`config.mk`:
```
export PLATFORM = sky130hd
export DESIGN_NAME = fyee_front
export DESIGN_NICKNAME = d
export VERILOG_FILES = /design/src/sv/fyee_pkg.sv /design/src/sv/fyee_front.sv
export SDC_FILE = /design/constraint.sdc
export NUM_CORES = 1
export LEC_CHECK = 0
export BUFFER_PORTS_ARGS = -buffer_cell sky130_fd_sc_hd__buf_2
export CAP_MARGIN = 20
export CORE_AREA = 2 2 137 139
export DETAILED_ROUTE_END_ITERATION = 7
export DIE_AREA = 0 0 139 141
export PLACE_DENSITY = 0.59
export SYNTH_ARGS = -nofsm -noshare
export SYNTH_HDL_FRONTEND = slang
export SYNTH_SLANG_ARGS = --single-unit
```
`constraint.sdc`:
```
create_clock -name vclk -period 7.8
set_input_delay 1.56 -clock vclk [all_inputs]
set_output_delay 1.56 -clock vclk [all_outputs]
set_load 0.005 [all_outputs]
```
`src/sv/fyee_pkg.sv`:
```
`timescale 1ns / 1ps
// ----------------------------------------------------------------------------
// fyee_pkg
// Shared types, constants and helpers for the Yee cell update engine.
// ----------------------------------------------------------------------------
package fyee_pkg;

  localparam int MATERIALS_DEF          = 64;
  localparam int COEFS_PER_MATERIAL_DEF = 5;
  localparam int FIELD_BITS_DEF         = 32;

  localparam int MAT_W   = 6;
  localparam int SLOT_W  = 3;
  localparam int COMP_W  = 2;
  localparam int COEF_W  = 32;
  localparam int VAL_W   = 32;
  localparam int DIFF_W  = VAL_W + 1;
  localparam int FRAC_SH = 24;

  localparam int QUEUE_DEPTH = 2;

  localparam logic CMD_LOAD   = 1'b0;
  localparam logic CMD_UPDATE = 1'b1;

  localparam logic KIND_E = 1'b0;
  localparam logic KIND_H = 1'b1;

  localparam logic [COMP_W-1:0] COMP_X = 2'd0;
  localparam logic [COMP_W-1:0] COMP_Y = 2'd1;

  localparam logic [SLOT_W-1:0] SLOT_C0 = 3'd0;
  localparam logic [SLOT_W-1:0] SLOT_1  = 3'd1;
  localparam logic [SLOT_W-1:0] SLOT_2  = 3'd2;
  localparam logic [SLOT_W-1:0] SLOT_3  = 3'd3;

  // one classified item between front and back
  typedef struct packed {
    logic                     is_update;
    logic                     mat_ok;
    logic                     kind;
    logic [COMP_W-1:0]        comp;
    logic [MAT_W-1:0]         material;
    logic [SLOT_W-1:0]        slot;
    logic signed [COEF_W-1:0] coef;
    logic signed [VAL_W-1:0]  own;
    logic signed [DIFF_W-1:0] d1;
    logic signed [DIFF_W-1:0] d2;
  } fyee_item_t;

  typedef struct packed {
    logic full;
    logic empty;
  } fyee_qstat_t;

  // first curl slot: x -> 2, y -> 3, z -> 1
  function automatic logic [SLOT_W-1:0] slot_a(input logic [COMP_W-1:0] comp);
    logic [SLOT_W-1:0] s;
    case (comp)
      COMP_X:  s = SLOT_2;
      COMP_Y:  s = SLOT_3;
      default: s = SLOT_1;
    endcase
    return s;
  endfunction

  // second curl slot: x -> 3, y -> 1, z -> 2
  function automatic logic [SLOT_W-1:0] slot_b(input logic [COMP_W-1:0] comp);
    logic [SLOT_W-1:0] s;
    case (comp)
      COMP_X:  s = SLOT_3;
      COMP_Y:  s = SLOT_1;
      default: s = SLOT_2;
    endcase
    return s;
  endfunction

  function automatic int sat_width(input int field_bits);
    return (field_bits > VAL_W) ? VAL_W : field_bits;
  endfunction

  function automatic logic signed [VAL_W-1:0] sat_max(input int w);
    logic signed [63:0] m;
    m = (64'sd1 <<< (w - 1)) - 64'sd1;
    return m[VAL_W-1:0];
  endfunction

  function automatic logic signed [VAL_W-1:0] sat_min(input int w);
    return ~sat_max(w);
  endfunction

endpackage

```
`src/sv/fyee_front.sv`:
```
`timescale 1ns / 1ps
// ----------------------------------------------------------------------------
// fyee_front
// Takes input transfers, drops loads that fall outside the store, checks the
// material range, forms the neighbor differences and queues the item.
// ----------------------------------------------------------------------------
module fyee_front import fyee_pkg::*; #(
  parameter int MATERIALS          = MATERIALS_DEF,
  parameter int COEFS_PER_MATERIAL = COEFS_PER_MATERIAL_DEF
) (
  input  logic                     in_valid,
  output logic                     in_stall,
  input  logic                     in_command,
  input  logic                     in_field_kind,
  input  logic [COMP_W-1:0]        in_component,
  input  logic [MAT_W-1:0]         in_material,
  input  logic [SLOT_W-1:0]        in_coef_slot,
  input  logic signed [COEF_W-1:0] in_coef_value,
  input  logic signed [VAL_W-1:0]  in_own_value,
  input  logic signed [VAL_W-1:0]  in_first_upper,
  input  logic signed [VAL_W-1:0]  in_first_lower,
  input  logic signed [VAL_W-1:0]  in_second_upper,
  input  logic signed [VAL_W-1:0]  in_second_lower,
  input  fyee_qstat_t              q_stat,
  output logic                     q_push,
  output fyee_item_t               q_item
);

  logic mat_ok;
  logic slot_ok;
  logic is_update;

  assign in_stall  = q_stat.full;
  assign is_update = (in_command == CMD_UPDATE);
  assign mat_ok    = (32'(in_material) < 32'(MATERIALS));
  assign slot_ok   = (32'(in_coef_slot) < 32'(COEFS_PER_MATERIAL));

  // loads outside the store are consumed here and never queued
  assign q_push = in_valid && !q_stat.full && (is_update || (mat_ok && slot_ok));

  always_comb begin
    q_item           = '0;
    q_item.is_update = is_update;
    q_item.mat_ok    = mat_ok;
    q_item.kind      = in_field_kind;
    q_item.comp      = in_component;
    q_item.material  = in_material;
    q_item.slot      = in_coef_slot;
    q_item.coef      = in_coef_value;
    q_item.own       = in_own_value;
    q_item.d1        = DIFF_W'(in_first_upper) - DIFF_W'(in_first_lower);
    q_item.d2        = DIFF_W'(in_second_upper) - DIFF_W'(in_second_lower);
  end

endmodule

```
Word-level counts from Yosys, hierarchy flattened
Cells that the tools add are included.
{"block": "classes", "n_reduce_logical": 4, "magnitude_cmp": 1, "addsub": 2}
{"op": "$sub 32x32->33", "count": 2}
{"op": "$lt 3x3->1 const B", "count": 1}
{"op": "$logic_and 1x1->1", "count": 2}
{"op": "$logic_not 1->1", "count": 1}
{"op": "$logic_or 1x1->1", "count": 1}
{"block": "totals", "input_bits": 208, "register_bits": 0, "out_inout_bits": 146, "elab_cells": 7}

Logic depth before layout (Yosys ltp)
Gate-level depths: netlist of the first run.
{"block": "logic_depth", "word_depth": 3, "ltp_mapped": 11, "ltp_nobuf": 11}

Worst setup path after synthesis of the first run
No wires, ideal clock.
{"block": "synth_timing", "path_type": "input to output", "start": "input in_first_upper[0]", "end": "output q_item[63] (netlist name)", "cell_stages": 11, "arrival_time_ns": 3.773, "n_path_buf": 0, "t_required_ns": 6.240, "slack_ns": 2.467, "cell_sequence": "inv_1 -> ha_1 -> fa_1 -> and2b_1 -> o2111ai_1 -> and3_1 -> o311a_4 -> o41ai_4 -> a21oi_2 -> o21ai_2 -> xnor2_1"}
{"item": "start, declared", "line_no": "fyee_front.sv:20", "rtl": "input logic signed [VAL_W-1:0] in_first_upper,"}
{"item": "end, declared", "line_no": "fyee_front.sv:26", "rtl": "output fyee_item_t q_item"}

==> results of run 1 <==
## area by class of cell
cell class | instances | area, um^2 | area share, %
timing repair buffer | 206 | 1030 | 21.1
multi-input combinational | 449 | 3240 | 66.4
inverter | 84 | 315 | 6.46
tap | 234 | 293 | 6.00
## cells by family after synthesis
logic type | Yosys count | synth area share, %
buffers and inverters | 175 | 22.9
xor gates and xnor gates | 59 | 12.3
and+or+nand+nor | 124 | 13.7
AOI/OAI and AO/OA | 198 | 30.8
other | 1 | 0.0891
muxes | 1 | 0.238
adders and majority gates | 66 | 20.0
## metrics by stage
step                instances  area, um^2  total power [uW]
floorplan                 624        4210               305
global placement          973        4880               434
detailed placement        973        4880               434
CTS                       973        4880               436
global route              973        4880               483
finish                    973        4880               433
## layer usage
layer | GRT usage [%] | part of all wire, % | vias to the layer above
li1 | - | - | 2313
met1 | 13.8 | 41 | 1933
met2 | 21.4 | 50 | 149
met3 | 1.15 | 6.1 | 50
met4 | 3.24 | 3.2 | 0
met5 | 0 | 0 | -
## worst paths after layout
| path | startpoint | cells past startpoint | slack [ns] | end |
|---|---|---|---|---|
| min | in_coef_value[8] | 0 | 3.12 | q_item[106] |
| max | in_second_upper[0] | 13 | 2.02 | q_item[32] |
## cell usage in the layout, fill, tap and decap left out, types with 8 or more instances in the layout
master and n:
xnor2_1 37, buf_2 206, nand2_1 43, ha_1 64, o21ai_1 11, xor2_1 22
o21bai_1 8, a21oi_1 69, inv_1 84, nand3_1 10, a21o_1 33, o21ai_0 21
nor2_1 32
## where the power goes
group / total [uW] / leakage [uW] / switching [uW] / internal, uW
clock: 0 / 0 / 0 / 0
sequential: 0 / 0 / 0 / 0
combinational: 433 / 0.00277 / 229 / 204
total: 433 / 0.00277 / 229 / 204
==> results.md, run 1 <==
* DRT Wirelength at 12300 um
* Antenna Cells at 0
* DRT Pass-1 Iters at 4
* Worst EP required at 6.24 ns
* Total gr overflow at 0
* Top post-synthesis cells by area: ha_1 19%, buf_4 14%, a21oi_1 8.2%
* Post-route setup slack at 2.02 ns
* Finish-stage setup viols at 0
* Detailed Place HPWL at 11100 um
* Seq cells at 0
* Share of cells above drive strength 1 at 29.6%
* Worst Path Buf+Inv at 3
* Vias at 4445
* Worst Path Max Fanout at 5
* Final hold violation count at 0
* CLK BUF at 0
* DIE WIDTH at 139 um
* Site Rows at 50
* Crit start category: input pin
* Yosys cell types at 54
* Worst path slowest cell: a2111oi_0
* CP Cell Sequence: buf_2, inv_1, ha_1, fa_1, nor2b_1, o211ai_1, a21oi_2, o21ai_1, a2111oi_0, o21ai_1, a21o_1, a31o_1, buf_2
* Max_slew headroom at 54.2%
* Post CTS Setup Buffer Count at 0
* Global Route Usage Sum at 11.4%
* Initial core utilization at 23.0%
* Number of max-cap violations at 0
* Worst path max stage delay at 0.52 ns
* Max Clk Rate at 173 MHz
* Lkg Pwr at 0.00277 uW
* Chip height at 141 um
* Mapped Area at 4210 um^2
* RSZ-0062 raised after global routing: no
* First-pass GRT wire length at 19300 um
* Max-slew violations at 0
* Core footprint at 18300 um^2
* Synthesis Warnings at 0
* Worst hold slack at 3.12 ns
* Routability cong. at 0.882
* Final period util at 74.1%
* DRC at 0
* Final worst path period need at 5.78 ns
* Initial drt markers at 99
* Worst ir drop on vdd at 37.2 uV
* Pre-CTS setup slack at 2.01 ns
* Hold_buf cts at 0
* Wire length per cell at 12.6 um
* Synth area leader: ha_1
* Vias per Instance at 4.57
* Synth top area share at 19.0%
* Die footprint at 19600 um^2
* Fin nets at 1015
* Post-route ant nets at 0
* Io pins at 354
* Top-count cell post-synth: inv_1
* Initial antenna violation count at 0
* CP arrival at 4.22 ns
* Hold/Removal Path Class: input pin to output pin
* Mean post-synth cell area at 6.74 um^2
* Area growth syn-to-layout at 16.0%
* Setup CP Type: input pin to output pin
* Mapped Cells at 624
* Crit end category: output pin
* P per Cell Area at 88.7 nW/um^2
* Post_cts resized at 0
* Most frequent cells after synthesis: 84 x inv_1, 81 x buf_4, 69 x a21oi_1, 64 x ha_1, 43 x nand2_1
* Number of global-route vias before repair at 4103
* Register Area at 0 um^2
* Largest net degree at the start of global routing at 10
* Status: complete, no violations
* Fill count at 2072
* Post-synthesis sequential area ratio at 0%
* Fin Setup TNS at 0 ns
* Largest delay contributor family on the critical path: compound AO/OA/AOI/OAI gates
* Net count after synthesis at 898
* Finished Core Util at 26.7%
* Port Buf Inserts at 206
* Worst-Margin Slew at 0.681 ns
No activity file was read; power rests on OpenSTA's default activity.
==> inputs of run 2 (changes only) <==
Settings changed: PLACE_DENSITY 0.59 to 0.61.
Clock period 7.8 ns to 5.1 ns, I/O delays scaled along.
==> run 2 against run 1 <==
Global-route usage unchanged. Total power up 53%. Core utilization up 0.082 points.
==> results.md, run 2 (synthesis results as in run 1) <==
* Status: complete, no violations
* Commonest non-fill, non-tap cell in the layout: buf_2
* Die footprint at 19600 um^2
* Worst Path Max Fanout at 3
* Net Switching at 350 uW
* Hold_buf cts at 0
* Worst path slowest cell: a2111oi_0
* Initial core utilization at 23.0%
* Max-slew violations at 0
* Max_slew headroom at 59.9%
* Post CTS Setup Buffer Count at 0
* CP Cell Sequence: buf_2, inv_1, ha_1, fa_1, nor2b_1, o211ai_1, a21oi_2, o21ai_1, a2111oi_0, o21ai_1, a21o_1, a31o_1, buf_2
* Fin Setup TNS at 0 ns
* Share of cells above drive strength 1 at 29.8%
* DRT Wirelength at 12200 um
* First-pass GRT wire length at 19500 um
* P per Cell Area at 136 nW/um^2
* Worst-Margin Slew at 0.587 ns
* Final worst path period need at 4.69 ns
* Comb pwr share at 100.0%
* Most frequent cells in the layout: 206 x buf_2, 84 x inv_1, 69 x a21oi_1
* Vias per Instance at 4.65
* Initial antenna violation count at 0
* Site Rows at 50
* Final Cell Area at 4900 um^2
* Setup crit start: in_second_upper[0]
* DIE WIDTH at 139 um
* Antenna Cells at 0
* DRT Pass-1 Iters at 4
* Crit path to: q_item[32]
* Crit start category: input pin
* Seq cells at 0
* Max Clk Rate at 213 MHz
* Detailed Place HPWL at 10900 um
* Worst EP required at 4.08 ns
* Fill count at 2072
* Internal power at 314 uW
* Post-Layout Cell Count at 975
* Total gr overflow at 0
* Dpl cell area at 4900 um^2
* Initial drt markers at 158
* Number of max-cap violations at 0
* Port Buf Inserts at 206
* Vias at 4535
* Crit end category: output pin
* Sequential power share at 0%
* CP arrival at 3.67 ns
* Wire length per cell at 12.5 um
* Area growth syn-to-layout at 16.4%
* Final hold violation count at 0
* Switching Fraction at 52.7%
* Routability cong. at 0.867
* Setup CP Type: input pin to output pin
* Pre-CTS setup slack at 0.426 ns
* CLK BUF at 0
* DRC at 0
* Worst path max stage delay at 0.57 ns
* Post-route ant nets at 0
* Largest net degree at the start of global routing at 10
* Post_cts resized at 0
* Clk pwr share at 0%
* Placed cells at 975
* Number of global-route vias before repair at 4281
* Final period util at 92.0%
* Hold/Removal Path Class: input pin to output pin
* Io pins at 354
* RSZ-0062 raised after global routing: no
* Worst ir drop on vdd at 52.7 uV
* Core footprint at 18300 um^2
* Finish-stage setup viols at 0
* Lkg Pwr at 0.00278 uW
* Post-route setup slack at 0.409 ns
* Chip height at 141 um
* Global Route Usage Sum at 11.4%
* Total power at 664 uW
* Fin nets at 1017
* Register Area at 0 um^2
[run 2: cell types whose count changed in the layout (fill, tap and decap cells not counted)]
| cell | before | now |
|---|---|---|
| buf_4 | 0 | 2 |
[run 2: critical path, delay by kind of cell]
family          cells  cell delay (ns)
buf+inv             3             0.23
fa+ha+maj           2             0.61
compound gates      7             1.64
simple gates        1             0.17
[run 2: layout make-up]
cell class	count	area, um^2	area share [%]
inverters	84	315	6.44
multi-input cells	449	3240	66.2
well taps	234	293	5.98
repair buffers	208	1050	21.4
[run 2: how the worst min path moves through the flow]
| stage | startpoint | to | slack, ns | depth (start not counted) |
|---|---|---|---|---|
| floorplan | q_stat[1] | q_push | 2.07 | 1 |
| global placement | in_coef_value[2] | q_item[100] | 2.04 | 0 |
| detailed placement | in_coef_value[2] | q_item[100] | 2.04 | 0 |
| CTS | in_coef_value[2] | q_item[100] | 2.04 | 0 |
| global route | in_coef_value[3] | q_item[101] | 2.04 | 0 |
| finish | in_coef_value[3] | q_item[101] | 2.04 | 0 |
[run 2: power groups by stage]
stage          Clock [uW]  Sequential, uW  Combinational, uW
2_1_floorplan           0               0                466
3_3_place_gp            0               0                663
3_5_place_dp            0               0                664
4_1_cts                 0               0                668
5_1_grt                 0               0                742
6_report                0               0                664
[run 2: routing by layer]
layer | part of all wire [%] | global-route usage [%]
met1 | 41 | 14.1
met2 | 48 | 20.6
met3 | 7.7 | 1.80
met4 | 3.0 | 3.19
met5 | 0 | 0
[run 2: stage by stage]
stage / hold WS, ns / utilization, %
6_report: 2.04 / 26.8
5_1_grt: 2.04 / 26.8
4_1_cts: 2.04 / 26.8
3_5_place_dp: 2.04 / 26.8
3_3_place_gp: 2.04 / 26.8
2_1_floorplan: 2.07 / -
