[config.mk]
export PLATFORM = sky130hd
export DESIGN_NAME = fyee_queue
export DESIGN_NICKNAME = d
export VERILOG_FILES = /design/src/sv/fyee_pkg.sv /design/src/sv/fyee_queue.sv
export SDC_FILE = /design/constraint.sdc
export NUM_CORES = 1
export LEC_CHECK = 0
export BUFFER_PORTS_ARGS = -buffer_cell sky130_fd_sc_hd__buf_4
export CAP_MARGIN = 25
export CORE_MARGIN = 2
export CORE_UTILIZATION = 56
export CTS_BUF_LIST = sky130_fd_sc_hd__clkbuf_16
export CTS_CLUSTER_SIZE = 28
export DETAILED_ROUTE_END_ITERATION = 12
export PLACE_DENSITY = 0.84
export RECOVER_POWER = 50
export SETUP_SLACK_MARGIN = 0.05
export SYNTH_ARGS = -nofsm -noshare
export SYNTH_HDL_FRONTEND = slang
export SYNTH_SLANG_ARGS = --single-unit
export TNS_END_PERCENT = 30
[constraint.sdc]
create_clock -name clk -period 18.6 [get_ports clk]
set_input_delay 3.72 -clock clk [delete_from_list [all_inputs] [get_ports clk]]
set_output_delay 3.72 -clock clk [all_outputs]
set_load 0.1 [all_outputs]
[src/sv/fyee_pkg.sv]
`timescale 1ns / 1ps
// ----------------------------------------------------------------------------
// fyee_pkg
// Shared types, constants and helpers for the Yee cell update engine.
// ----------------------------------------------------------------------------
package fyee_pkg;

  localparam int MATERIALS_DEF          = 64;
  localparam int COEFS_PER_MATERIAL_DEF = 5;
  localparam int FIELD_BITS_DEF         = 32;

  localparam int MAT_W   = 6;
  localparam int SLOT_W  = 3;
  localparam int COMP_W  = 2;
  localparam int COEF_W  = 32;
  localparam int VAL_W   = 32;
  localparam int DIFF_W  = VAL_W + 1;
  localparam int FRAC_SH = 24;

  localparam int QUEUE_DEPTH = 2;

  localparam logic CMD_LOAD   = 1'b0;
  localparam logic CMD_UPDATE = 1'b1;

  localparam logic KIND_E = 1'b0;
  localparam logic KIND_H = 1'b1;

  localparam logic [COMP_W-1:0] COMP_X = 2'd0;
  localparam logic [COMP_W-1:0] COMP_Y = 2'd1;

  localparam logic [SLOT_W-1:0] SLOT_C0 = 3'd0;
  localparam logic [SLOT_W-1:0] SLOT_1  = 3'd1;
  localparam logic [SLOT_W-1:0] SLOT_2  = 3'd2;
  localparam logic [SLOT_W-1:0] SLOT_3  = 3'd3;

  // one classified item between front and back
  typedef struct packed {
    logic                     is_update;
    logic                     mat_ok;
    logic                     kind;
    logic [COMP_W-1:0]        comp;
    logic [MAT_W-1:0]         material;
    logic [SLOT_W-1:0]        slot;
    logic signed [COEF_W-1:0] coef;
    logic signed [VAL_W-1:0]  own;
    logic signed [DIFF_W-1:0] d1;
    logic signed [DIFF_W-1:0] d2;
  } fyee_item_t;

  typedef struct packed {
    logic full;
    logic empty;
  } fyee_qstat_t;

  // first curl slot: x -> 2, y -> 3, z -> 1
  function automatic logic [SLOT_W-1:0] slot_a(input logic [COMP_W-1:0] comp);
    logic [SLOT_W-1:0] s;
    case (comp)
      COMP_X:  s = SLOT_2;
      COMP_Y:  s = SLOT_3;
      default: s = SLOT_1;
    endcase
    return s;
  endfunction

  // second curl slot: x -> 3, y -> 1, z -> 2
  function automatic logic [SLOT_W-1:0] slot_b(input logic [COMP_W-1:0] comp);
    logic [SLOT_W-1:0] s;
    case (comp)
      COMP_X:  s = SLOT_3;
      COMP_Y:  s = SLOT_1;
      default: s = SLOT_2;
    endcase
    return s;
  endfunction

  function automatic int sat_width(input int field_bits);
    return (field_bits > VAL_W) ? VAL_W : field_bits;
  endfunction

  function automatic logic signed [VAL_W-1:0] sat_max(input int w);
    logic signed [63:0] m;
    m = (64'sd1 <<< (w - 1)) - 64'sd1;
    return m[VAL_W-1:0];
  endfunction

  function automatic logic signed [VAL_W-1:0] sat_min(input int w);
    return ~sat_max(w);
  endfunction

endpackage

[src/sv/fyee_queue.sv]
`timescale 1ns / 1ps
// ----------------------------------------------------------------------------
// fyee_queue
// Short FIFO of classified items between the front and the back.
// ----------------------------------------------------------------------------
module fyee_queue import fyee_pkg::*; (
  input  logic        clk,
  input  logic        rst_n,
  input  logic        push,
  input  fyee_item_t  push_item,
  input  logic        pop,
  output fyee_item_t  pop_item,
  output fyee_qstat_t stat
);

  localparam int PTR_W = $clog2(QUEUE_DEPTH);
  localparam int CNT_W = $clog2(QUEUE_DEPTH + 1);

  fyee_item_t       slots_r [QUEUE_DEPTH];
  logic [PTR_W-1:0] wr_ptr_r, wr_ptr_nxt;
  logic [PTR_W-1:0] rd_ptr_r, rd_ptr_nxt;
  logic [CNT_W-1:0] count_r, count_nxt;
  logic             do_push, do_pop;

  assign stat.full  = (count_r == CNT_W'(QUEUE_DEPTH));
  assign stat.empty = (count_r == '0);
  assign do_push    = push && !stat.full;
  assign do_pop     = pop && !stat.empty;
  assign pop_item   = slots_r[rd_ptr_r];

  always_comb begin
    wr_ptr_nxt = do_push ? wr_ptr_r + PTR_W'(1) : wr_ptr_r;
    rd_ptr_nxt = do_pop ? rd_ptr_r + PTR_W'(1) : rd_ptr_r;
    count_nxt  = count_r;
    if (do_push && !do_pop) begin
      count_nxt = count_r + CNT_W'(1);
    end else if (do_pop && !do_push) begin
      count_nxt = count_r - CNT_W'(1);
    end
  end

  always_ff @(posedge clk) begin
    if (!rst_n) begin
      wr_ptr_r <= '0;
      rd_ptr_r <= '0;
      count_r  <= '0;
    end else begin
      wr_ptr_r <= wr_ptr_nxt;
      rd_ptr_r <= rd_ptr_nxt;
      count_r  <= count_nxt;
    end
  end

  always_ff @(posedge clk) begin
    if (do_push) begin
      slots_r[wr_ptr_r] <= push_item;
    end
  end

endmodule

# Yosys cells after proc, flatten, opt, wreduce, memory -nomap -nowiden
# Memories as Yosys holds them, arrays and structs flattened. A register that Yosys moved wholly into a read port is not among the register bits.
# Cells that the tools add are included.
dict set report op_classes {
  n_eq_ne 1
  n_mux 6
  add_sub_neg 4
  n_reduce_logical 10
}
# op n
set op_table {}
lappend op_table {{$logic_and A1 B1 Y1} 4}
lappend op_table {{$logic_not A1 Y1} 4}
lappend op_table {{$mux W1} 4}
lappend op_table {{$mux W2} 2}
lappend op_table {{$add A1 B1 Y1 const B} 2}
lappend op_table {{$add A2 B1 Y2 const B} 1}
lappend op_table {{$eq A2 B2 Y1 const B} 1}
lappend op_table {{$logic_not A2 Y1} 1}
lappend op_table {{$reduce_bool A2 Y1} 1}
lappend op_table {{$sub A2 B1 Y2 const B} 1}
dict set report word_totals {
  inputBits 148
  regBits 4
  n_memories 1
  ramBits 288
}
# name depth word_bits read_ports rd_clocked_by_memory_dff write_ports line
set mem_list {}
lappend mem_list {slots_r 2 144 1 1 1 fyee_queue.sv:19} ;# fyee_item_t slots_r [QUEUE_DEPTH];

# Longest topological paths before layout
# Gate-level depths: netlist of run 1.
dict set report depth {
  ltp_word 7
  mapped_depth 7
}

# Worst setup path before layout of run 1
# No wires, ideal clock.
dict set report synth_path {
  path_kind {input-to-reg}
  startpoint {in push}
  endpoint {mem slots_r[0][0] (netlist name) (enable)}
  arrival_ns 9.340
  setup_slack_ns 8.637
  setup_ns 0.623
  cell_stages 2
  n_path_buf 0
  path_cell_list {inv_1 > nor3_2}
}
dict set report synth_via {
  elab_chain_len 3
}
# element line
set synth_rtl {}
lappend synth_rtl {{start, declared} fyee_queue.sv:9} ;# input logic push,
lappend synth_rtl {{$logic_and A1 B1 Y1} fyee_queue.sv:27} ;# assign do_push = push && !stat.full;
lappend synth_rtl {{$mux W1} fyee_queue.sv:55} ;# if (do_push) begin
lappend synth_rtl {{$mux W1 (not written as such)} fyee_queue.sv:56} ;# slots_r[wr_ptr_r] <= push_item;
lappend synth_rtl {{end, declared} fyee_queue.sv:19}
# No other way between the ends.

# Worst setup path after layout of run 1
dict set report layout_path {
  startpoint {in push}
  endpoint {mem slots_r[0][121] (netlist name) (enable)}
}
# Same word-level chain as after synthesis.

==> impl_results.rst, run 1 <==
.. list-table::
   :header-rows: 1

   * - Metric
     - Value
   * - Most common cell after layout, fill and taps aside
     - sky130_fd_sc_hd__edfxtp_1
   * - Number of global-route vias before repair
     - 5,650
   * - Initial core utilization
     - 57.5%
   * - Syn. warnings
     - 0
   * - Total Die Area
     - 20,500 µm²
   * - Skew-Pair Late Insertion Delay
     - 530 ps
   * - Setup repair after global routing missed its margin
     - no
   * - Post-Synthesis Net Count
     - 622
   * - Failing checks
     - max-capacitance violations, max-slew violations
   * - Routed length per instance
     - 19.9 µm
   * - Area growth from synthesis to layout
     - 29.2%
   * - Buffers from clock root to sink, at most
     - 3
   * - Post-Syn Area
     - 10,900 µm²
   * - Max-Cap Viols
     - 2
   * - Post-Syn Instances
     - 473
   * - Stage delay of the slowest cell on the critical path
     - 2730 ps
   * - Mean cell area of the mapped netlist
     - 23.0 µm²
   * - Net total in the final layout
     - 936
   * - Required time of the critical path
     - 18,640 ps
   * - Max Slew Vio Count
     - 142
   * - Multi-input combinational cell area
     - 1970 µm²
   * - Transition time at the pin with the least slew margin
     - 3820 ps
   * - Most used cell along the critical path
     - sky130_fd_sc_hd__clkbuf_1
   * - Initial antenna violation count
     - 0
   * - Count of distinct cell types in the synthesized netlist
     - 21
   * - Setup fix buffers added after clock tree synthesis
     - 0
   * - HPWL after detailed placement
     - 14,300 µm
   * - Drt first-iter violations
     - 256
   * - Crit path max-delay cell type
     - sky130_fd_sc_hd__clkbuf_1
   * - Critical path class
     - input port to flop
   * - Max H-tree Level
     - 1
   * - Input/output buffers
     - 293
   * - Path class of the lowest-slack min-delay path
     - flop to flop
   * - Crit start category
     - input port
   * - Number of buffer and inverter stages on the critical path
     - 4
   * - Flops & latches, synth
     - 293
   * - DRT antenna net count
     - 0
   * - IO Pins
     - 294
   * - First-pass GRT wire length
     - 30,400 µm
   * - Crit path max-delay family
     - buffers and inverters
   * - Signal arrival time at the worst endpoint
     - 7660 ps
   * - Largest net degree at the start of global routing
     - 82
   * - Worst relative slew slack
     - -155%
   * - Inserted Clock Buffers
     - 29
   * - Filler Cell Count
     - 1,149
   * - DRC violation count after routing
     - 0
   * - Post-route standard cell area excluding fillers
     - 14,000 µm²
   * - Final routed wirelength across all metal layers
     - 21,200 µm
   * - Clock tree from TritonCTS
     - yes
   * - CTS clock-pin slew for the worst setup and hold paths
     - 60 ps
   * - Setup_tns
     - 0 ps
   * - Antenna cells
     - 0
   * - Maximum operating frequency
     - 131 MHz
   * - Highest-count cells in the layout ignoring fill and taps
     - sky130_fd_sc_hd__edfxtp_1 (288), sky130_fd_sc_hd__buf_4 (152), sky130_fd_sc_hd__clkbuf_4 (95)
   * - Die boundary height
     - 143 µm
   * - Via density per instance
     - 5.20
   * - Clk_skew
     - 8.37 ps
   * - Clock root buffer
     - sky130_fd_sc_hd__clkbuf_16
   * - Placed Area
     - 13,300 µm²
   * - Crit end category
     - flop
   * - Share of the clock period used by the worst path after layout
     - 40.9%
   * - Cells traversed along the worst timing path
     - clkbuf_1, inv_1, nor3_1, clkbuf_1, clkbuf_1
   * - CTS Hold Buffers Added
     - 0
   * - Overall routing resource usage
     - 19.7%
   * - Clock Sinks
     - 293
   * - Part of the Yosys area used for sequential elements
     - 80.6%
   * - Final hold vios
     - 0
   * - Global placer's final weighted congestion
     - 0.795
   * - Std cell rows
     - 50
   * - Maximum fanout along the worst path
     - 68
   * - Fraction of layout cells with a size suffix above 1
     - 53.7%
   * - Register cell area after layout
     - 8750 µm²
   * - Endpoints failing setup
     - 0
   * - Die Span X
     - 143 µm
   * - Vias after detailed routing
     - 5,533
   * - Clock period minus final worst setup slack
     - 7610 ps
   * - Overall overflow remaining after global route
     - 0
   * - Result of the run
     - finished with violations
   * - Post-CTS Resized
     - 0
   * - Total core area
     - 18,900 µm²
   * - Number of detailed-route iterations in the first pass
     - 4
==> per-layer routing <==
layer	vias to the layer above	wire length (µm)	global-route usage, %	part of all wire (%)
met5	-	0	0	0
met4	0	444	5.47	2.1
met3	36	2140	6.14	10
met2	251	11100	35.4	53
met1	2733	7470	22.8	35
li1	2513	-	-	-
==> cell families after synthesis <==
family	synth area share [%]
flops	80.6
mux	17.0
buf+inv	1.27
simple gates	0.507
compound gates	0.300
xor+xnor	0.242
fa+ha+maj	0.115
==> synthesized netlist by cell type (all sizes together) <==
| library cell | instances | area (µm²) |
|---|---|---|
| edfxtp | 288 | 8650 |
| ha | 1 | 12.5 |
| and2 | 3 | 18.8 |
| buf | 16 | 130 |
| xor2 | 1 | 8.76 |
| xnor2 | 2 | 17.5 |
| nand2b | 1 | 6.26 |
| inv | 2 | 7.51 |
| or3 | 1 | 6.26 |
| nor2 | 2 | 7.51 |
| mux2 | 144 | 1850 |
| a21boi | 2 | 15.0 |
| nor3 | 1 | 10.0 |
| dfxtp | 5 | 100 |
| o21a | 1 | 7.51 |
| o21ai | 2 | 10.0 |
| and3 | 1 | 6.26 |
==> worst reg2reg max path, stage by stage (launching register included) <==
cell and delay, ps:
sky130_fd_sc_hd__dfxtp_1 410, sky130_fd_sc_hd__nand2b_1 180, sky130_fd_sc_hd__inv_1 100, sky130_fd_sc_hd__nor3_1 240, sky130_fd_sc_hd__clkbuf_1 640, sky130_fd_sc_hd__clkbuf_1 2730
==> path summary, 6_finish.rpt <==
check / startpoint / end / slack (ps) / cells after the start
max: push / slots_r[0][121]$_DFFE_PP_ / 10990 / 5
min: count_r[1]$_SDFFE_PN0P_ / count_r[1]$_SDFFE_PN0P_ / 550 / 2
max reg2reg: count_r[0]$_SDFFE_PN0P_ / slots_r[0][121]$_DFFE_PP_ / 13730 / 5
min reg2reg: count_r[1]$_SDFFE_PN0P_ / count_r[1]$_SDFFE_PN0P_ / 550 / 2
==> sequential cells by signal, indices dropped and copies added, names as in the netlist, named ones only <==
register / flops
wr_ptr_r: 1
rd_ptr_r: 1
count_r: 2
slots_r: 288
==> metrics by stage <==
stage / hold WS, ps / util [%] / setup slack (ps) / instances
after global placement: 497 / 70.4 / 11960 / 1015
after global routing: 587 / 74.3 / 10670 / 1065
after floorplan: 483 / - / 8640 / 473
final: 548 / 74.3 / 10990 / 1065
after CTS: 534 / 75.3 / 11330 / 1064
after detailed placement: 525 / 70.4 / 11910 / 1015
==> area by class of cell <==
| class | count | share of cell area (%) |
|---|---|---|
| timing repair buffer | 299 | 14.6 |
| tap | 260 | 2.32 |
| clock buffer | 29 | 5.17 |
| multi-input combinational | 162 | 14.0 |
| sequential | 293 | 62.4 |
| clock inverter | 20 | 1.43 |
| inverter | 2 | 0.0535 |
Power of run 1 is left out: the tool's default activity adds up to more than one toggle a clock period on the data nets, which glitch-free logic cannot reach.
==> run 2, diff against run 1 <==
CORE_UTILIZATION = 47   (was 56)
PLACE_DENSITY = 0.76   (was 0.84)
clock period = 6.2 ns   (was 18.6 ns; I/O delays follow)
==> run 2 against run 1 <==
Net effect:
- sequential share of layout area shrank 0.29 points
- die area grew 19%
- largest cell class unchanged
- critical path depth shrank 2
- clock skew grew 3.8 ps
- sequential cell count is the same
- clock-buffer cell count is the same
- the run now ends clean
==> impl_results.rst, run 2 (synthesis gave the netlist of run 1 again) <==
.. list-table::
   :header-rows: 1

   * - Metric
     - Value
   * - Result of the run
     - complete, no violations
   * - Buffers from clock root to sink, at most
     - 3
   * - IO Pins
     - 294
   * - Worst relative slew slack
     - 43.9%
   * - Share of the clock period used by the worst path after layout
     - 58.3%
   * - Initial antenna violation count
     - 0
   * - Final routed wirelength across all metal layers
     - 20,900 µm
   * - CTS clock-pin slew for the worst setup and hold paths
     - 60 ps
   * - Overall routing resource usage
     - 16.1%
   * - Crit end category
     - primary output
   * - Required time of the critical path
     - 4960 ps
   * - Std cell rows
     - 55
   * - Initial core utilization
     - 48.0%
   * - Clock Sinks
     - 293
   * - Drt first-iter violations
     - 239
   * - Transition time at the pin with the least slew margin
     - 841 ps
   * - Clock period minus final worst setup slack
     - 3610 ps
   * - Number of global-route vias before repair
     - 5,727
   * - Maximum operating frequency
     - 277 MHz
   * - Clk_skew
     - 12.2 ps
   * - Placed Area
     - 13,400 µm²
   * - Overall overflow remaining after global route
     - 0
   * - Global placer's final weighted congestion
     - 0.731
   * - Crit path max-delay cell type
     - sky130_fd_sc_hd__dfxtp_4
   * - Signal arrival time at the worst endpoint
     - 2370 ps
   * - Setup_tns
     - 0 ps
   * - Cells traversed along the worst timing path
     - buf_12, mux2_2, buf_4
   * - Via density per instance
     - 5.00
   * - First-pass GRT wire length
     - 30,200 µm
   * - Max Slew Vio Count
     - 0
   * - Total core area
     - 22,600 µm²
   * - Post-route standard cell area excluding fillers
     - 14,100 µm²
   * - Max H-tree Level
     - 1
   * - DRT antenna net count
     - 0
   * - Number of detailed-route iterations in the first pass
     - 4
   * - Stage delay of the slowest cell on the critical path
     - 690 ps
   * - Clock root buffer
     - sky130_fd_sc_hd__clkbuf_16
   * - Crit start category
     - flop
   * - Setup fix buffers added after clock tree synthesis
     - 0
   * - Max reg flops
     - 288
   * - Skew-Pair Late Insertion Delay
     - 530 ps
   * - Clock tree from TritonCTS
     - yes
   * - Vias after detailed routing
     - 5,463
   * - Inserted Clock Buffers
     - 29
   * - Most common cell after layout, fill and taps aside
     - sky130_fd_sc_hd__edfxtp_1
   * - Max-Cap Viols
     - 0
   * - Largest net degree at the start of global routing
     - 82
   * - Endpoints failing setup
     - 0
   * - Reg with most FFs
     - slots_r
   * - HPWL after detailed placement
     - 13,800 µm
   * - Maximum fanout along the worst path
     - 62
   * - Total Die Area
     - 24,300 µm²
   * - Path class of the lowest-slack min-delay path
     - flop to flop
   * - DRC violation count after routing
     - 0
   * - Final hold vios
     - 0
   * - Registers with the highest flip-flop counts
     - slots_r: 288 flops, count_r: 2 flops
   * - Routed length per instance
     - 19.1 µm
   * - Highest-count cells in the layout ignoring fill and taps
     - sky130_fd_sc_hd__edfxtp_1 (288), sky130_fd_sc_hd__buf_4 (149), sky130_fd_sc_hd__clkbuf_4 (102)
   * - Setup repair after global routing missed its margin
     - no
   * - Fraction of layout cells with a size suffix above 1
     - 54.0%
   * - Die boundary height
     - 156 µm
   * - Worst setup slack for register-to-register paths
     - 3800 ps
   * - Area growth from synthesis to layout
     - 29.8%
   * - Input/output buffers
     - 293
   * - Net total in the final layout
     - 937
   * - Critical path class
     - flop to primary output
   * - Post-CTS Resized
     - 0
   * - CTS Hold Buffers Added
     - 0
   * - Antenna cells
     - 0
   * - Die Span X
     - 156 µm
[run 2: worst paths after layout]
check	start	cells after the start	end
min	count_r[1]$_SDFFE_PN0P_	2	count_r[1]$_SDFFE_PN0P_
min reg2reg	count_r[1]$_SDFFE_PN0P_	2	count_r[1]$_SDFFE_PN0P_
max	flop	3	pop_item[25]
max reg2reg	count_r[0]$_SDFFE_PN0P_	5	slots_r[0][68]$_DFFE_PP_
[run 2: per-stage QoR]
| step | hold slack (ps) | worst slack (ps) | utilization [%] | cells |
|---|---|---|---|---|
| 2_1_floorplan | 483 | 1000 | - | 473 |
| 3_3_place_gp | 497 | 2700 | 59.0 | 1039 |
| 3_5_place_dp | 561 | 3080 | 59.1 | 1040 |
| 4_1_cts | 591 | 2540 | 62.8 | 1090 |
| 5_1_grt | 618 | 2490 | 62.2 | 1092 |
| 6_report | 581 | 2590 | 62.2 | 1092 |
[run 2: layout make-up]
| type | instances | area (µm²) |
|---|---|---|
| Clock buffer | 29 | 726 |
| Tap cell | 285 | 357 |
| Multi-Input combinational cell | 162 | 1970 |
| Sequential cell | 293 | 8750 |
| Fill cell | 1589 | 8550 |
| Inverter | 2 | 7.51 |
| Timing Repair Buffer | 300 | 2170 |
| Clock inverter | 21 | 111 |
[run 2: layer usage]
metal | vias to the layer above | part of all wire (%) | global-route usage [%] | wire (µm)
met4 | 0 | 3.7 | 5.59 | 772
met1 | 2681 | 37 | 18.6 | 7710
met5 | - | 0 | 0 | 0
li1 | 2512 | - | - | -
met3 | 50 | 8.4 | 5.22 | 1760
met2 | 220 | 51 | 28.3 | 10600
[run 2: critical path: cells and delay by family, from the launching register on]
family	cells	cell delay, ps
DFF	1	690
buffers and inverters	2	670
muxes	1	400
Power of run 2 is left out for the same reason.
==> run 3, diff against run 2 <==
ABC_AREA = 1   (was default)
clock period = 2.9 ns   (was 6.2 ns; I/O delays follow)
==> run 3 against run 2 <==
Net effect:
- global-route usage grew 0.77 points
- critical endpoint unchanged
- sequential share of layout area shrank 0.91 points
- critical path depth is the same
- critical path type unchanged
- final cell count grew 2.1%
- die area is essentially flat
- clock skew grew 1.3 ps
- synthesized area is essentially flat
- worst hold slack lost 340 ps
- final area grew 1.5%
- clock-buffer cell count grew 2
- largest cell class unchanged
==> impl_results.rst, run 3 <==
.. list-table::
   :header-rows: 1

   * - Metric
     - Value
   * - Result of the run
     - complete, no violations
   * - Setup repair after global routing missed its margin
     - no
   * - Most common cell after layout, fill and taps aside
     - sky130_fd_sc_hd__edfxtp_1
   * - Number of global-route vias before repair
     - 5,860
   * - Reg with most FFs
     - slots_r
   * - Cells traversed along the worst timing path
     - buf_4, mux2_2, buf_4
   * - Std cell rows
     - 55
   * - Total core area
     - 22,600 µm²
   * - Clock period minus final worst setup slack
     - 2630 ps
   * - Post-Synthesis Net Count
     - 635
   * - Drt first-iter violations
     - 268
   * - Initial antenna violation count
     - 0
   * - Most area-hungry cell type in the Yosys netlist
     - sky130_fd_sc_hd__edfxtp_1
   * - Global placer's final weighted congestion
     - 0.750
   * - DRC violation count after routing
     - 0
   * - Antenna cells
     - 0
   * - Registers with the highest flip-flop counts
     - slots_r: 288 flops, count_r: 2 flops
   * - Overall routing resource usage
     - 16.9%
   * - Overall overflow remaining after global route
     - 0
   * - Max reg flops
     - 288
   * - Most numerous cell in the Yosys netlist
     - sky130_fd_sc_hd__edfxtp_1
   * - Max Slew Vio Count
     - 0
   * - Share of flip-flops with an asynchronous set or reset
     - 0%
   * - Die boundary height
     - 156 µm
   * - IO Pins
     - 294
   * - Number of buffer and inverter stages on the critical path
     - 2
   * - Buffers from clock root to sink, at most
     - 3
   * - Predominant post-synthesis flop cell
     - sky130_fd_sc_hd__edfxtp_1
   * - CTS clock-pin slew for the worst setup and hold paths
     - 60 ps
   * - Skew-Pair Late Insertion Delay
     - 540 ps
   * - Highest-count cells in the layout ignoring fill and taps
     - sky130_fd_sc_hd__edfxtp_1 (288), sky130_fd_sc_hd__buf_4 (153), sky130_fd_sc_hd__clkbuf_4 (92)
   * - Input/output buffers
     - 293
   * - Crit start category
     - flop
   * - Fraction of layout cells with a size suffix above 1
     - 53.1%
   * - Stage delay of the slowest cell on the critical path
     - 580 ps
   * - Initial core utilization
     - 48.0%
   * - DRT antenna net count
     - 0
   * - Clock root buffer
     - sky130_fd_sc_hd__clkbuf_16
   * - Filler-free cell count of the finished design
     - 1,115
   * - Path class of the lowest-slack min-delay path
     - input port to flop
   * - Cell Count Post-Placement
     - 1,058
   * - Most used cell along the critical path
     - sky130_fd_sc_hd__buf_4
   * - Endpoints failing setup
     - 0
   * - Largest net degree at the start of global routing
     - 76
   * - Crit path max-delay cell type
     - sky130_fd_sc_hd__dfxtp_4
   * - HPWL after detailed placement
     - 14,500 µm
   * - Inserted Clock Buffers
     - 30
   * - Critical path class
     - flop to primary output
   * - Worst Slack Setup Final
     - 275 ps
   * - Part of the Yosys area used for sequential elements
     - 80.5%
   * - Worst relative slew slack
     - 27.0%
   * - Setup fix buffers added after clock tree synthesis
     - 0
   * - Maximum operating frequency
     - 381 MHz
   * - Clock tree from TritonCTS
     - yes
   * - Synth top area cells
     - sky130_fd_sc_hd__edfxtp_1 (80%), sky130_fd_sc_hd__mux2_2 (8.7%), sky130_fd_sc_hd__mux2_4 (8.3%), sky130_fd_sc_hd__dfxtp_1 (0.92%), sky130_fd_sc_hd__buf_6 (0.83%)
   * - Routed length per instance
     - 19.3 µm
   * - Power density cells
     - 1170 nW/µm²
   * - First-pass GRT wire length
     - 31,700 µm
   * - Area growth from synthesis to layout
     - 31.6%
   * - Worst setup timing slack at the placement stage
     - 659 ps
   * - Vias after detailed routing
     - 5,579
   * - Maximum fanout along the worst path
     - 18
   * - Total Die Area
     - 24,400 µm²
   * - Required time of the critical path
     - 2320 ps
   * - Share of the clock period used by the worst path after layout
     - 90.5%
   * - Post-Syn Area
     - 10,900 µm²
   * - Number of enable-type register cells in the synthesized netlist
     - 288
   * - Flops & latches, synth
     - 293
   * - Ranking of synthesized cells by instance count
     - sky130_fd_sc_hd__edfxtp_1 (288), sky130_fd_sc_hd__mux2_2 (84), sky130_fd_sc_hd__mux2_4 (60), sky130_fd_sc_hd__nor2_1 (11), sky130_fd_sc_hd__inv_1 (9)
   * - Max VDD drop
     - 0.922 mV
   * - Mean cell area of the mapped netlist
     - 22.4 µm²
   * - Filler Cell Count
     - 1,617
   * - Final routed wirelength across all metal layers
     - 21,500 µm
   * - Via density per instance
     - 5.00
   * - Count of distinct cell types in the synthesized netlist
     - 14
   * - Transition time at the pin with the least slew margin
     - 1090 ps
   * - Post-CTS Resized
     - 0
   * - Net total in the final layout
     - 955
   * - Crit path max-delay family
     - flip-flops
   * - Max H-tree Level
     - 1
   * - Crit end category
     - primary output
   * - Syn. warnings
     - 0
   * - Lkg Pwr
     - 0.00535 µW
   * - Clk_skew
     - 13.6 ps
   * - Signal arrival time at the worst endpoint
     - 2050 ps
   * - Post-Syn Instances
     - 486
   * - Clock Sinks
     - 293
   * - Final hold vios
     - 0
   * - Max-Cap Viols
     - 0
   * - Area share of the largest cell type after synthesis
     - 79.6%
   * - Die Span X
     - 156 µm
   * - CTS Hold Buffers Added
     - 0
   * - Number of detailed-route iterations in the first pass
     - 4
==> run 3: changes by cell type after synthesis, sizes merged, moves of 2 or more <==
cell,change
nor2,+9
inv,+7
nand2,+6
and2,-3
a21boi,-2
xnor2,-2
==> run 3: metal layers <==
metal  vias to the layer above  GRT usage, %  routed length [µm]
li1                       2559             -                   -
met1                      2753          19.5                7970
met2                       228          29.9               11100
met3                        39          5.64                1970
met4                         0          4.76                 502
met5                         -             0                   0
==> run 3: worst paths after layout <==
kind,end,cells after the start,startpoint,slack (ps)
hold / removal,slots_r[0][74]$_DFFE_PP_,1,push_item[74],240
setup / recovery,pop_item[25],3,flop,270
setup reg to reg,slots_r[0][70]$_DFFE_PP_,4,count_r[1]$_SDFFE_PN0P_,650
hold reg to reg,flop,2,rd_ptr_r$_SDFFE_PN0P_,510
==> run 3: cell families after synthesis <==
family	synth area share [%]
mux	17.0
fa+ha+maj	0.115
compound gates	0.184
flops	80.5
simple gates	0.691
buf+inv	1.51
==> run 3: layout make-up <==
cell class              instances  area (µm²)  area share [%]
multi-input cells             168        1970            13.8
inverters                       9        33.8           0.236
well taps                     285         357            2.49
flip-flops and latches        293        8750            61.2
repair buffers                304        2120            14.8
clock inverters                25         294            2.06
clock buffers                  31         776            5.42
==> run 3: through the flow <==
stage | total power [µW] | util [%] | hold slack (ps) | instance area (µm²) | TNS, ps
floorplan | 11400 | - | 467 | 10900 | -88450
global placement | 12700 | 59.5 | 480 | 13500 | 0
detailed placement | 12800 | 59.5 | 503 | 13500 | 0
CTS | 16900 | 64.2 | 187 | 14500 | 0
global route | 17200 | 63.2 | 213 | 14300 | 0
finish | 16700 | 63.2 | 241 | 14300 | 0
==> run 3: power breakdown <==
part	leakage (µW)	switching (µW)	internal, µW
Sequential	0.00273	184	5370
Combinational	0.00209	5460	1640
Clock	0.000533	1510	2550
Total	0.00535	7160	9550
Note: power is estimated with default switching activity, not from simulation.
